--- src/rrpq_pkg.sv ---
// Shared types and codes for the round-robin process queue.
// No dependencies; imported by the front, back and top-level modules.
package rrpq_pkg;

    localparam logic [1:0] OP_ADD  = 2'd0;
    localparam logic [1:0] OP_REM  = 2'd1;
    localparam logic [1:0] OP_NEXT = 2'd2;

    localparam int OP_BITS      = 2;
    localparam int OUT_PID_BITS = 16;
    localparam int QUANT_BITS   = 8;
    localparam logic [QUANT_BITS-1:0] QUANT_RESET = 8'd4;

    typedef enum logic [1:0] {
        K_ADD,
        K_REM,
        K_NEXT,
        K_BAD
    } t_kind;

    typedef struct packed {
        logic  valid;
        t_kind kind;
    } t_cmd_ctl;

    typedef struct packed {
        logic                    ok;
        logic [OUT_PID_BITS-1:0] served_pid;
        logic                    served_valid;
        logic [QUANT_BITS-1:0]   quantum;
        logic                    not_empty;
    } t_result;

endpackage

--- src/rrpq_front.sv ---
// Front end: takes items, decodes the operation, masks the ID and holds
// them in a two-entry command queue. Depends on rrpq_pkg.
module rrpq_front #(
    parameter int PID_BITS = 16
) (
    input  logic                                i_clk,
    input  logic                                i_rst_n,
    input  logic                                i_valid,
    output logic                                o_ready,
    input  logic [rrpq_pkg::OP_BITS-1:0]        i_op,
    input  logic [rrpq_pkg::OUT_PID_BITS-1:0]   i_pid,
    output rrpq_pkg::t_cmd_ctl                  o_cmd,
    output logic [PID_BITS-1:0]                 o_pid,
    input  logic                                i_pop
);
    import rrpq_pkg::*;

    localparam int QDEPTH = 2;

    t_kind               r_kind [QDEPTH];
    logic [PID_BITS-1:0] r_pid  [QDEPTH];
    logic                r_wr_ptr, n_wr_ptr;
    logic                r_rd_ptr, n_rd_ptr;
    logic [1:0]          r_fill,   n_fill;
    t_kind               dec_kind;
    logic                push, pop;

    always_comb begin
        unique case (i_op)
            OP_ADD:  dec_kind = K_ADD;
            OP_REM:  dec_kind = K_REM;
            OP_NEXT: dec_kind = K_NEXT;
            default: dec_kind = K_BAD;
        endcase
    end

    assign o_ready = (r_fill != 2'(QDEPTH));
    assign push    = i_valid && o_ready;
    assign pop     = i_pop && (r_fill != 2'd0);

    always_comb begin
        n_wr_ptr = push ? ~r_wr_ptr : r_wr_ptr;
        n_rd_ptr = pop ? ~r_rd_ptr : r_rd_ptr;
        n_fill   = r_fill + 2'(push) - 2'(pop);
    end

    always_ff @(posedge i_clk) begin
        if (!i_rst_n) begin
            r_wr_ptr <= 1'b0;
            r_rd_ptr <= 1'b0;
            r_fill   <= 2'd0;
        end else begin
            r_wr_ptr <= n_wr_ptr;
            r_rd_ptr <= n_rd_ptr;
            r_fill   <= n_fill;
        end
    end

    always_ff @(posedge i_clk) begin
        if (push) begin
            r_kind[r_wr_ptr] <= dec_kind;
            r_pid[r_wr_ptr]  <= PID_BITS'(i_pid);
        end
    end

    assign o_cmd.valid = (r_fill != 2'd0);
    assign o_cmd.kind  = r_kind[r_rd_ptr];
    assign o_pid       = r_pid[r_rd_ptr];

endmodule

--- src/rrpq_back.sv ---
// Back end: ring storage, count and cursor, the operation sequencer and
// the result register. Depends on rrpq_pkg.
module rrpq_back #(
    parameter int MAX_PROCS = 16,
    parameter int PID_BITS  = 16
) (
    input  logic                              i_clk,
    input  logic                              i_rst_n,
    input  rrpq_pkg::t_cmd_ctl                i_cmd,
    input  logic [PID_BITS-1:0]               i_pid,
    output logic                              o_pop,
    input  logic                              i_cfg_wr_en,
    input  logic [rrpq_pkg::QUANT_BITS-1:0]   i_cfg_wr_data,
    output logic                              o_valid,
    input  logic                              i_ready,
    output rrpq_pkg::t_result                 o_res
);
    import rrpq_pkg::*;

    localparam int CW = $clog2(MAX_PROCS + 1);
    localparam int IW = (MAX_PROCS > 1) ? $clog2(MAX_PROCS) : 1;

    localparam logic [2:0] S_IDLE   = 3'd0;
    localparam logic [2:0] S_NXT_RD = 3'd1;
    localparam logic [2:0] S_RM_RD  = 3'd2;
    localparam logic [2:0] S_RM_CMP = 3'd3;
    localparam logic [2:0] S_SH_RD  = 3'd4;
    localparam logic [2:0] S_SH_WR  = 3'd5;
    localparam logic [2:0] S_FIN    = 3'd6;
    localparam logic [2:0] S_EMIT   = 3'd7;

    logic [PID_BITS-1:0] mem [MAX_PROCS];
    logic [PID_BITS-1:0] r_rdata;

    logic [2:0]            r_state,  n_state;
    logic [CW-1:0]         r_count,  n_count;
    logic [IW-1:0]         r_cursor, n_cursor;
    logic [CW-1:0]         r_idx,    n_idx;
    logic [CW-1:0]         r_at,     n_at;
    logic [PID_BITS-1:0]   r_id,     n_id;
    t_result               r_res,    n_res;
    t_result               r_out,    n_out;
    logic                  r_valid,  n_valid;
    logic [QUANT_BITS-1:0] r_quantum;

    logic                rd_en, we;
    logic [IW-1:0]       rd_addr, wr_addr;
    logic [PID_BITS-1:0] wr_data;
    logic [CW-1:0]       idx_inc, cur_inc, cnt_dec, cur_adj;

    always_ff @(posedge i_clk) begin
        if (we) begin
            mem[wr_addr] <= wr_data;
        end
        if (rd_en) begin
            r_rdata <= mem[rd_addr];
        end
    end

    assign idx_inc = r_idx + CW'(1);
    assign cur_inc = CW'(r_cursor) + CW'(1);
    assign cnt_dec = r_count - CW'(1);

    always_comb begin
        cur_adj = CW'(r_cursor);
        if (cur_adj > r_at) begin
            cur_adj = cur_adj - CW'(1);
        end
        if (cur_adj >= cnt_dec) begin
            cur_adj = '0;
        end
    end

    always_comb begin
        n_state  = r_state;
        n_count  = r_count;
        n_cursor = r_cursor;
        n_idx    = r_idx;
        n_at     = r_at;
        n_id     = r_id;
        n_res    = r_res;
        n_out    = r_out;
        n_valid  = r_valid && !i_ready;
        o_pop    = 1'b0;
        rd_en    = 1'b0;
        rd_addr  = r_cursor;
        we       = 1'b0;
        wr_addr  = r_count[IW-1:0];
        wr_data  = i_pid;

        unique case (r_state)
            S_IDLE: begin
                if (i_cmd.valid) begin
                    o_pop           = 1'b1;
                    n_res           = '0;
                    n_res.not_empty = (r_count != '0);
                    unique case (i_cmd.kind)
                        K_ADD: begin
                            if (r_count != CW'(MAX_PROCS)) begin
                                we              = 1'b1;
                                n_count         = r_count + CW'(1);
                                n_res.ok        = 1'b1;
                                n_res.not_empty = 1'b1;
                                if (r_count == '0) begin
                                    n_cursor = '0;
                                end
                            end
                            n_state = S_EMIT;
                        end
                        K_NEXT: begin
                            if (r_count != '0) begin
                                rd_en   = 1'b1;
                                n_state = S_NXT_RD;
                            end else begin
                                n_state = S_EMIT;
                            end
                        end
                        K_REM: begin
                            n_id    = i_pid;
                            n_idx   = '0;
                            n_state = S_RM_RD;
                        end
                        default: begin
                            n_state = S_EMIT;
                        end
                    endcase
                end
            end
            S_NXT_RD: begin
                n_res.ok           = 1'b1;
                n_res.served_pid   = OUT_PID_BITS'(r_rdata);
                n_res.served_valid = 1'b1;
                n_res.quantum      = r_quantum;
                n_res.not_empty    = 1'b1;
                n_cursor           = (cur_inc >= r_count) ? '0 : cur_inc[IW-1:0];
                n_state            = S_EMIT;
            end
            S_RM_RD: begin
                if (r_idx < r_count) begin
                    rd_en   = 1'b1;
                    rd_addr = r_idx[IW-1:0];
                    n_state = S_RM_CMP;
                end else begin
                    n_state = S_EMIT;
                end
            end
            S_RM_CMP: begin
                if (r_rdata == r_id) begin
                    n_at    = r_idx;
                    n_state = S_SH_RD;
                end else begin
                    n_idx   = idx_inc;
                    n_state = S_RM_RD;
                end
            end
            S_SH_RD: begin
                if (idx_inc < r_count) begin
                    rd_en   = 1'b1;
                    rd_addr = idx_inc[IW-1:0];
                    n_state = S_SH_WR;
                end else begin
                    n_state = S_FIN;
                end
            end
            S_SH_WR: begin
                we      = 1'b1;
                wr_addr = r_idx[IW-1:0];
                wr_data = r_rdata;
                n_idx   = idx_inc;
                n_state = S_SH_RD;
            end
            S_FIN: begin
                n_count         = cnt_dec;
                n_cursor        = (cnt_dec == '0) ? '0 : cur_adj[IW-1:0];
                n_res.ok        = 1'b1;
                n_res.not_empty = (cnt_dec != '0);
                n_state         = S_EMIT;
            end
            S_EMIT: begin
                if (!r_valid || i_ready) begin
                    n_out   = r_res;
                    n_valid = 1'b1;
                    n_state = S_IDLE;
                end
            end
            default: begin
                n_state = S_IDLE;
            end
        endcase
    end

    always_ff @(posedge i_clk) begin
        if (!i_rst_n) begin
            r_state   <= S_IDLE;
            r_count   <= '0;
            r_cursor  <= '0;
            r_valid   <= 1'b0;
            r_quantum <= QUANT_RESET;
        end else begin
            r_state  <= n_state;
            r_count  <= n_count;
            r_cursor <= n_cursor;
            r_valid  <= n_valid;
            if (i_cfg_wr_en) begin
                r_quantum <= i_cfg_wr_data;
            end
        end
    end

    always_ff @(posedge i_clk) begin
        r_idx <= n_idx;
        r_at  <= n_at;
        r_id  <= n_id;
        r_res <= n_res;
        r_out <= n_out;
    end

    assign o_valid = r_valid;
    assign o_res   = r_out;

    a_count_bound: assert property (@(posedge i_clk) disable iff (!i_rst_n)
        r_count <= CW'(MAX_PROCS))
        else $error("ring count above capacity");

    a_cursor_empty: assert property (@(posedge i_clk) disable iff (!i_rst_n)
        (r_count == '0) |-> (r_cursor == '0))
        else $error("cursor not at head on empty ring");

    a_cursor_range: assert property (@(posedge i_clk) disable iff (!i_rst_n)
        (r_count != '0) |-> (CW'(r_cursor) < r_count))
        else $error("cursor beyond tail");

    a_count_step: assert property (@(posedge i_clk) disable iff (!i_rst_n)
        (r_count != $past(r_count)) |->
            ((r_count == $past(r_count) + CW'(1)) || (r_count == $past(r_count) - CW'(1))))
        else $error("ring count jumped");

endmodule

--- src/round_robin_process_queue_unit.sv ---
// Round-robin process queue: ordered ring of process IDs with a serve cursor.
// Add appends at the tail, remove deletes the first match from the head and
// compacts the ring, next serves the ID at the cursor with the programmed
// quantum and advances the cursor. One result item per input item. Input
// items enter a two-entry command queue and are executed one at a time from
// a single-port ring memory with registered read. Add and undefined ops go
// straight from idle to the result state; next first reads the entry at
// the cursor; remove spends a read and a compare per entry in its search and
// then, on a match, one read and one write per entry behind the match for
// the shift, before the count and cursor are updated. When the ID is absent
// the search ends without a shift and the result reports not ok.
// A result waits in an output register while the next command is already
// queued.
// Depends on rrpq_pkg, rrpq_front and rrpq_back.
module round_robin_process_queue_unit #(
    parameter int MAX_PROCS = 16,
    parameter int PID_BITS  = 16
) (
    input  logic                              i_clk,
    input  logic                              i_rst_n,
    input  logic                              i_s_tvalid,
    output logic                              o_s_tready,
    // op [1:0], pid [17:2], zero pad [23:18]
    input  logic [23:0]                       i_s_tdata,
    output logic                              o_m_tvalid,
    input  logic                              i_m_tready,
    // ok [0], served_pid [16:1], served_valid [17], quantum [25:18],
    // not_empty [26], zero pad [31:27]
    output logic [31:0]                       o_m_tdata,
    input  logic                              i_cfg_wr_en,
    input  logic [rrpq_pkg::QUANT_BITS-1:0]   i_cfg_wr_data
);
    import rrpq_pkg::*;

    t_cmd_ctl            cmd;
    logic [PID_BITS-1:0] cmd_pid;
    logic                pop;
    t_result             res;

    rrpq_front #(
        .PID_BITS (PID_BITS)
    ) u_front (
        .i_clk   (i_clk),
        .i_rst_n (i_rst_n),
        .i_valid (i_s_tvalid),
        .o_ready (o_s_tready),
        .i_op    (i_s_tdata[1:0]),
        .i_pid   (i_s_tdata[17:2]),
        .o_cmd   (cmd),
        .o_pid   (cmd_pid),
        .i_pop   (pop)
    );

    rrpq_back #(
        .MAX_PROCS (MAX_PROCS),
        .PID_BITS  (PID_BITS)
    ) u_back (
        .i_clk         (i_clk),
        .i_rst_n       (i_rst_n),
        .i_cmd         (cmd),
        .i_pid         (cmd_pid),
        .o_pop         (pop),
        .i_cfg_wr_en   (i_cfg_wr_en),
        .i_cfg_wr_data (i_cfg_wr_data),
        .o_valid       (o_m_tvalid),
        .i_ready       (i_m_tready),
        .o_res         (res)
    );

    assign o_m_tdata = {5'd0, res.not_empty, res.quantum, res.served_valid,
                        res.served_pid, res.ok};

endmodule
--- config.mk ---
export PLATFORM = sky130hd
export DESIGN_NAME = round_robin_process_queue_unit
export DESIGN_NICKNAME = d
export VERILOG_FILES = /design/src/rrpq_pkg.sv /design/src/rrpq_front.sv /design/src/rrpq_back.sv /design/src/round_robin_process_queue_unit.sv
export SDC_FILE = /design/constraint.sdc
export NUM_CORES = 1
export LEC_CHECK = 0
export ABC_AREA = 1
export BUFFER_PORTS_ARGS = -buffer_cell sky130_fd_sc_hd__buf_2
export CORE_UTILIZATION = 30
export CTS_BUF_LIST = sky130_fd_sc_hd__clkbuf_8
export DETAILED_ROUTE_END_ITERATION = 10
export GPL_TIMING_DRIVEN = 0
export PLACE_DENSITY = 0.43
export SETUP_SLACK_MARGIN = 0.02
export SYNTH_ARGS = -nofsm -noshare
export SYNTH_HDL_FRONTEND = slang
export SYNTH_SLANG_ARGS = --single-unit
--- constraint.sdc ---
create_clock -name i_clk -period 2.8 [get_ports i_clk]
set_input_delay 0.14 -clock i_clk [delete_from_list [all_inputs] [get_ports i_clk]]
set_output_delay 0.14 -clock i_clk [all_outputs]
set_load 0.005 [all_outputs]
; After elaboration in Yosys (flattened, before gate mapping)
; Memory sizes are Yosys's and may differ from the RTL's. A register that Yosys moved wholly into a read port is not among the register bits.
; Index checks and enable logic that the tools add are counted.
[word_totals]
ff_bits = 105
inputBits = 37
word_cells = 148
n_memories = 3
ramBits = 292
latchBits = 0
rom_bits = 0
[classes]
mul = 0
addsub = 7
div_mod_pow = 0
order_cmp = 5
n_reduce_logical = 30
shifts = 0
muxes = 59
n_eq_ne = 21
bitwise_logic = 2
[mem_list]
columns = memory, depth, width, rd, rd_ports_with_merged_regs, wr, line_no
row1 = u_back.mem, 16, 16, 1, 1, 1, rrpq_back.sv:32  ; logic [PID_BITS-1:0] mem [MAX_PROCS];
row2 = u_front.r_pid, 2, 16, 1, 1, 1, rrpq_front.sv:21  ; logic [PID_BITS-1:0] r_pid [QDEPTH];
row3 = u_front.r_kind, 2, 2, 1, 1, 1, rrpq_front.sv:20  ; t_kind r_kind [QDEPTH];
[ops]
columns = cell, count
row1 = one-hot mux 25 bit (2 select lines), 1
row2 = two-way mux 4 bit, 10
row3 = two-way mux 5 bit, 7
row4 = two-way mux 27 bit, 1
row5 = two-way mux 1 bit, 22
row6 = one-hot mux 3 bit (7 select lines), 1
row7 = == test 16 bit, 1
row8 = two-way mux 16 bit, 1
row9 = two-way mux 3 bit, 5
row10 = one-hot mux 5 bit (3 select lines), 1
row11 = "== test 3 bit, second input constant", 4
row12 = one-hot mux 4 bit (3 select lines), 1
row13 = AND reduction 2 bit, 6
row14 = "adder 5 x 1 -> 5 bit, second input constant", 2
row15 = >= comparator 5 bit, 2
row16 = zero test 5 bit, 2
row17 = less-than comparator 5 bit, 2
row18 = "inequality test 2 bit, second input constant", 5
row19 = one-hot mux 5 bit (2 select lines), 1
row20 = nonzero test 5 bit, 2
row21 = one-hot mux 4 bit (2 select lines), 1
row22 = AND reduction 4 bit, 2
row23 = nonzero test 2 bit, 4
row24 = "== test 3 x 2 -> 1 bit, second input constant", 2
row25 = other kinds (26), 38

; Depth between registers and ports, before layout
[logic_depth]
depth_word = 7
mapped_depth = 22

; Cells and area by module
; Synthesis repeated with hierarchy kept, for this count alone.
[unflattened]
hier_cells = 1656
area_unflattened_um2 = 18320.1
[by_module_without_submodules]
columns = module, instances, cells_each, seq_area_each_um2, area_per_inst_um2
row1 = rrpq_back, 1, 1556, 10990.5, 16683.5
row2 = rrpq_front, 1, 94, 1181.1, 1595.3
row3 = round_robin_process_queue_unit, 1, 6, 0.0, 41.3

; Worst setup path after synthesis
; Ideal clock, no wire load.
[synth_path]
kind = register to register
start = register u_back.r_idx[0]
end = register u_back.r_rdata[1], read port of u_back.mem, data pin
n_path_buf = 2
synth_period_minus_slack_ns = 2.819
setup_slack_ns = -0.019
stages_incl_launch_ff = 18
t_arrival_ns = 2.565
required_time_ns = 2.546
path_cell_list = edfxtp_1 > ha_1 > nand3_1 > xor2_1 > inv_1 > ha_1 > a21oi_1 > nand4_4 > nand2_1 > nand2_1 > nand2_1 > buf_4 > buf_4 > nand2_1 > nand3_1 > nand3_1 > nand3_1 > nand2_1
[synth_via]
elab_chain_len = 4
[synth_rtl]
columns = element, line_no
row1 = from (decl), rrpq_back.sv:38  ; logic [CW-1:0] r_idx, n_idx;
row2 = from (signal assigned), rrpq_back.sv:211  ; r_idx <= n_idx;
row3 = adder 5 x 1 -> 5 bit *, rrpq_back.sv:60  ; assign idx_inc = r_idx + CW'(1);
row4 = named net u_back.idx_inc[4], rrpq_back.sv:49  ; logic [CW-1:0] idx_inc, cur_inc, cnt_dec, cur_adj;
row5 = less-than comparator 5 bit *, rrpq_back.sv:157  ; if (idx_inc < r_count) begin
row6 = two-way mux 1 bit / two-way mux 4 bit (equally long branches), rrpq_back.sv:157
row7 = one-hot mux 1 bit (3 select lines) / one-hot mux 4 bit (2 select lines) (equally long branches), rrpq_back.sv:91  ; unique case (r_state)
row8 = to (decl), rrpq_back.sv:33  ; logic [PID_BITS-1:0] r_rdata;
; Mark *: on every way through the listed nets, which the timed path passes. The rest lies on a longest branch.
; A chain may end at the register's enable or synchronous reset.

; Final worst setup path
[layout_path]
start = register u_back.r_idx[0]
end = register u_back.r_rdata[5], read port of u_back.mem, data pin
; The elaborated chain is that of the path after synthesis.

==> results <==
- After detailed routing, the number of vias per cell comes to 4.66.
- Synthesis inferred 414 register bits.
- The horizontal extent of the die is 249 um.
- The routed length per instance is 19.7 um.
- The number of fillers in the final layout is 5862.
- The routability-driven placement congestion ratio is 0.863.
- The power density over the cells is 1010 nW/um2.
- The number of antenna repair diodes is 0.
- The total overflow reported by the global router is 0.
- The detailed-placement wirelength estimate is 37800 um.
- Of the available clock period, the critical path in the final layout requires 112%.
- The number of antenna violations at the first check in global routing is 0.
- Once detail routing completed, the nets flagged for antenna violations numbered 0.
- The worst setup path is launched from a flop.
- The total clock buffers created by CTS is 72.
- The first-pass iteration count of the detailed router is 5.
- The routed layout has 12700 vias.
- The maximum net fanout on the critical path is 10.
- Yosys printed 0 warnings.
- The area added between synthesis and finish is 26.9%.
- The worst-case vdd ir drop is 0.000354 V.
- Total power for the finished layout comes to 23.3 mW.
- The total routing resource utilization after global routing is 17.5%.
- The worst setup path is of the flop to flop kind.
- The floorplan has 90 rows.
- For the final routed database, the setup TNS stands at -4.38 ns.
- The hold violation total from the final report came to 0.
- The number of enable-type register cells in the synthesized netlist is 388.
- The clock-pin slew of the registers on the worst-case setup and hold paths is 0.06 ns.
- The number of clock sinks is 414.
- The first-pass GRT wire length is 80300 um.
- The maximum clock frequency is 320 MHz.
- The placeable core region is 60200 um2.
- Before CTS, the worst setup slack after placement is -1.12 ns.
- The H-tree generated during clock tree synthesis spans 3 levels.
- Once routing completed, OpenROAD measured the worst setup slack at -0.327 ns.
- The area of the mapped netlist is 18200 um2.
- The clock tree from TritonCTS is yes.
- The share of the Yosys chip area taken by registers is 66.7%.
- The worst setup path is captured at a flop.
- In the synthesized netlist the dominant register cell turns out to be sky130_fd_sc_hd__edfxtp_1.
- The y dimension of the die is 249 um.
- For this design the top-level I/O count stands at 71.
- The share of layout cells above drive strength 1 is 23.8%.
- The clock tree root driver cell is sky130_fd_sc_hd__clkbuf_8.
- Counting flops with an async set or reset pin after synthesis yields a share of 0%.
- After detailed placement, the total cell area comes to 20200 um2.
- During placement, the flow inserted port buffers numbering 56.
- The die covers 61800 um2.
- The checks that failed: negative setup slack.
- The via count of the first global-routing pass is 12800.
- The data arrival at the endpoint of the critical path is 3.62 ns.
- Synthesis produced a netlist whose cell count is 1651.
- The final-report max-slew violation count is 0.
- The total setup violations reported at the end of the flow is 16.
- Once layout is done, the placed cells without fillers occupy 23200 um2.
- The average cell area after synthesis is 11.1 um2.
- The routed design could run at a clock period as short as 3.13 ns.
- The relative max-transition margin is 30.5%.
- Summed over all layers, the routed wires come to 53700 um.
- The number of buffers on the longest clock path is 3.
- The final core utilization is 38.4%.
- The final layout net count is 1960.
- The leakage power is 9.17 nW.
- The run finished, with violations left.
- Setup repair after global routing could not meet its margin everywhere.
- The source-to-sink clock delay at the later pin of the worst-skew pair is 0.65 ns.
- The number of unique standard cell types used by synthesis is 38.
- The maximum clock skew at final layout is 0.0289 ns.
- The first routing iteration left 802 violations.
- The class of the worst hold path is input pin to flop.
- At the pin with the least slew margin, the transition time is 1.03 ns.
- Max-cap violations in this run came to 0.
- The final routed DRC violation total is 0.
- Once the floorplan was initialized, standard cells occupied 30.3% of the core.
- The pin count of the biggest net entering global routing is 26.
- At the worst endpoint, the required time is 3.29 ns.
## path summary, 6_finish.rpt
path | slack (ns) | cells past startpoint | startpoint | end
hold reg to reg | 0.42 | 0 | u_back.r_res[24] | u_back.o_res[24]
setup / recovery | -0.33 | 18 | u_back.r_idx[0] | u_back.r_rdata[5]
setup reg to reg | -0.33 | 18 | u_back.r_idx[0] | u_back.r_rdata[5]
hold / removal | 0.10 | 4 | i_cfg_wr_en | u_back.r_quantum[3]
## power breakdown
group	leakage [nW]	internal [mW]	total (mW)	switching [mW]
clock	0.724	2.53	5.05	2.52
sequential	3.75	8.23	8.58	0.348
combinational	4.70	3.27	9.70	6.43
total	9.17	14.0	23.3	9.30
## synthesized netlist by cell type (2+ instances only)
cell type,number,share of area (%)
sky130_fd_sc_hd__nor2_1,79,1.6
sky130_fd_sc_hd__inv_1,191,3.9
sky130_fd_sc_hd__xnor2_1,16,0.77
sky130_fd_sc_hd__o211ai_1,2,0.082
sky130_fd_sc_hd__ha_1,34,2.3
sky130_fd_sc_hd__a21oi_1,27,0.74
sky130_fd_sc_hd__nand3_1,276,7.6
sky130_fd_sc_hd__dfxtp_1,26,2.9
sky130_fd_sc_hd__clkbuf_1,18,0.37
sky130_fd_sc_hd__nand4_1,12,0.41
sky130_fd_sc_hd__inv_2,5,0.10
sky130_fd_sc_hd__a21boi_0,2,0.082
sky130_fd_sc_hd__edfxtp_1,388,64
sky130_fd_sc_hd__nand2_1,378,7.8
sky130_fd_sc_hd__buf_1,3,0.062
sky130_fd_sc_hd__nor2_4,4,0.25
sky130_fd_sc_hd__nand2_2,3,0.10
sky130_fd_sc_hd__o21ai_0,49,1.3
sky130_fd_sc_hd__mux2_2,16,0.99
sky130_fd_sc_hd__clkinv_1,2,0.041
sky130_fd_sc_hd__buf_2,39,1.1
sky130_fd_sc_hd__a31oi_1,2,0.069
sky130_fd_sc_hd__xor2_1,12,0.58
sky130_fd_sc_hd__buf_4,20,0.82
sky130_fd_sc_hd__nand4_4,2,0.23
sky130_fd_sc_hd__nor3_1,2,0.055
sky130_fd_sc_hd__nand3b_1,32,1.3
## placed cells by master, fill, tap and decap left out, types with 26 or more instances in the layout
cell | netlist | layout
sky130_fd_sc_hd__buf_8 | 0 | 27
sky130_fd_sc_hd__clkbuf_8 | 0 | 75
sky130_fd_sc_hd__ha_1 | 34 | 31
sky130_fd_sc_hd__a21oi_1 | 27 | 26
sky130_fd_sc_hd__dlygate4sd3_1 | 0 | 36
sky130_fd_sc_hd__nand3_2 | 1 | 41
sky130_fd_sc_hd__nand2_2 | 3 | 37
sky130_fd_sc_hd__o21ai_0 | 49 | 29
sky130_fd_sc_hd__nor2_1 | 79 | 57
sky130_fd_sc_hd__buf_4 | 20 | 57
sky130_fd_sc_hd__buf_2 | 39 | 61
sky130_fd_sc_hd__inv_1 | 191 | 207
sky130_fd_sc_hd__nand2_1 | 378 | 338
sky130_fd_sc_hd__nand3_1 | 276 | 224
sky130_fd_sc_hd__nand3b_1 | 32 | 32
sky130_fd_sc_hd__edfxtp_1 | 388 | 388
## flip-flops by register name, indices dropped and copies added, names as in the netlist, 8 cells and up, named ones only
name and flops:
u_back.r_rdata 16, u_back.o_res 27, u_back.r_quantum 8, u_back.r_id 16, u_back.r_res 27, u_back.mem 256, u_front.r_pid 32
## cell families after synthesis
kind of cell	Yosys count	synth area share (%)
XOR/XNOR	28	1.34
AO/OA/AOI/OAI	86	2.63
other	1	0.0206
flip-flops	414	66.7
buffers and inverters	279	6.46
adder cells (fa/ha/maj)	34	2.33
AND/OR/NAND/NOR	793	19.5
multiplexers	16	0.987
## repair_timing
action / in CTS / in global routing
buffers inserted: 24 / 10
endpoints found under the hold margin: 52 / 0
gates resized for setup: 195 / 56
setup endpoints to repair: 317 / 237
hold buffers: 36 / 0
cloned: 3 / 0
pin swaps: 26 / 17
## final cells by class
cell class / instances / area, um2 / area share, %
Sequential cell: 414 / 12200 / 52.6
Multi-Input combinational cell: 962 / 5690 / 24.6
Timing Repair Buffer: 161 / 1600 / 6.90
Clock buffer: 73 / 1000 / 4.34
Tap cell: 782 / 978 / 4.22
Inverter: 198 / 752 / 3.25
Buffer: 80 / 693 / 2.99
Clock inverter: 53 / 264 / 1.14
## critical path: stages, from the launching register on
cell and delay [ns]:
sky130_fd_sc_hd__edfxtp_1 0.43, sky130_fd_sc_hd__ha_4 0.21, sky130_fd_sc_hd__nand3_4 0.10, sky130_fd_sc_hd__xor2_4 0.17, sky130_fd_sc_hd__inv_2 0.06, sky130_fd_sc_hd__ha_4 0.29
sky130_fd_sc_hd__nand2_4 0.06, sky130_fd_sc_hd__nor2_4 0.08, sky130_fd_sc_hd__nand2_2 0.08, sky130_fd_sc_hd__nand4_4 0.13, sky130_fd_sc_hd__buf_6 0.14, sky130_fd_sc_hd__nand2_8 0.06
sky130_fd_sc_hd__o211ai_4 0.18, sky130_fd_sc_hd__buf_12 0.16, sky130_fd_sc_hd__clkinvlp_4 0.20, sky130_fd_sc_hd__buf_12 0.21, sky130_fd_sc_hd__nand3_1 0.10, sky130_fd_sc_hd__nand3_2 0.14
sky130_fd_sc_hd__nand2_2 0.14
## per-stage QoR
| stage | hold slack [ns] | instances |
|---|---|---|
| global route | 0.106 | 2723 |
| finish | 0.101 | 2723 |
| global placement | 0.329 | 2493 |
| floorplan | 0.239 | 1655 |
| CTS | 0.0591 | 2713 |
| detailed placement | 0.337 | 2525 |
## routing by layer
metal / up-vias / GRT usage, % / part of all wire [%]
met4: 0 / 6.71 / 3.4
met1: 6167 / 23.6 / 46
met2: 341 / 27.6 / 46
met3: 90 / 3.42 / 4.9
li1: 6096 / - / -
met5: - / 0 / 0
(Power assumes the default switching activity.)
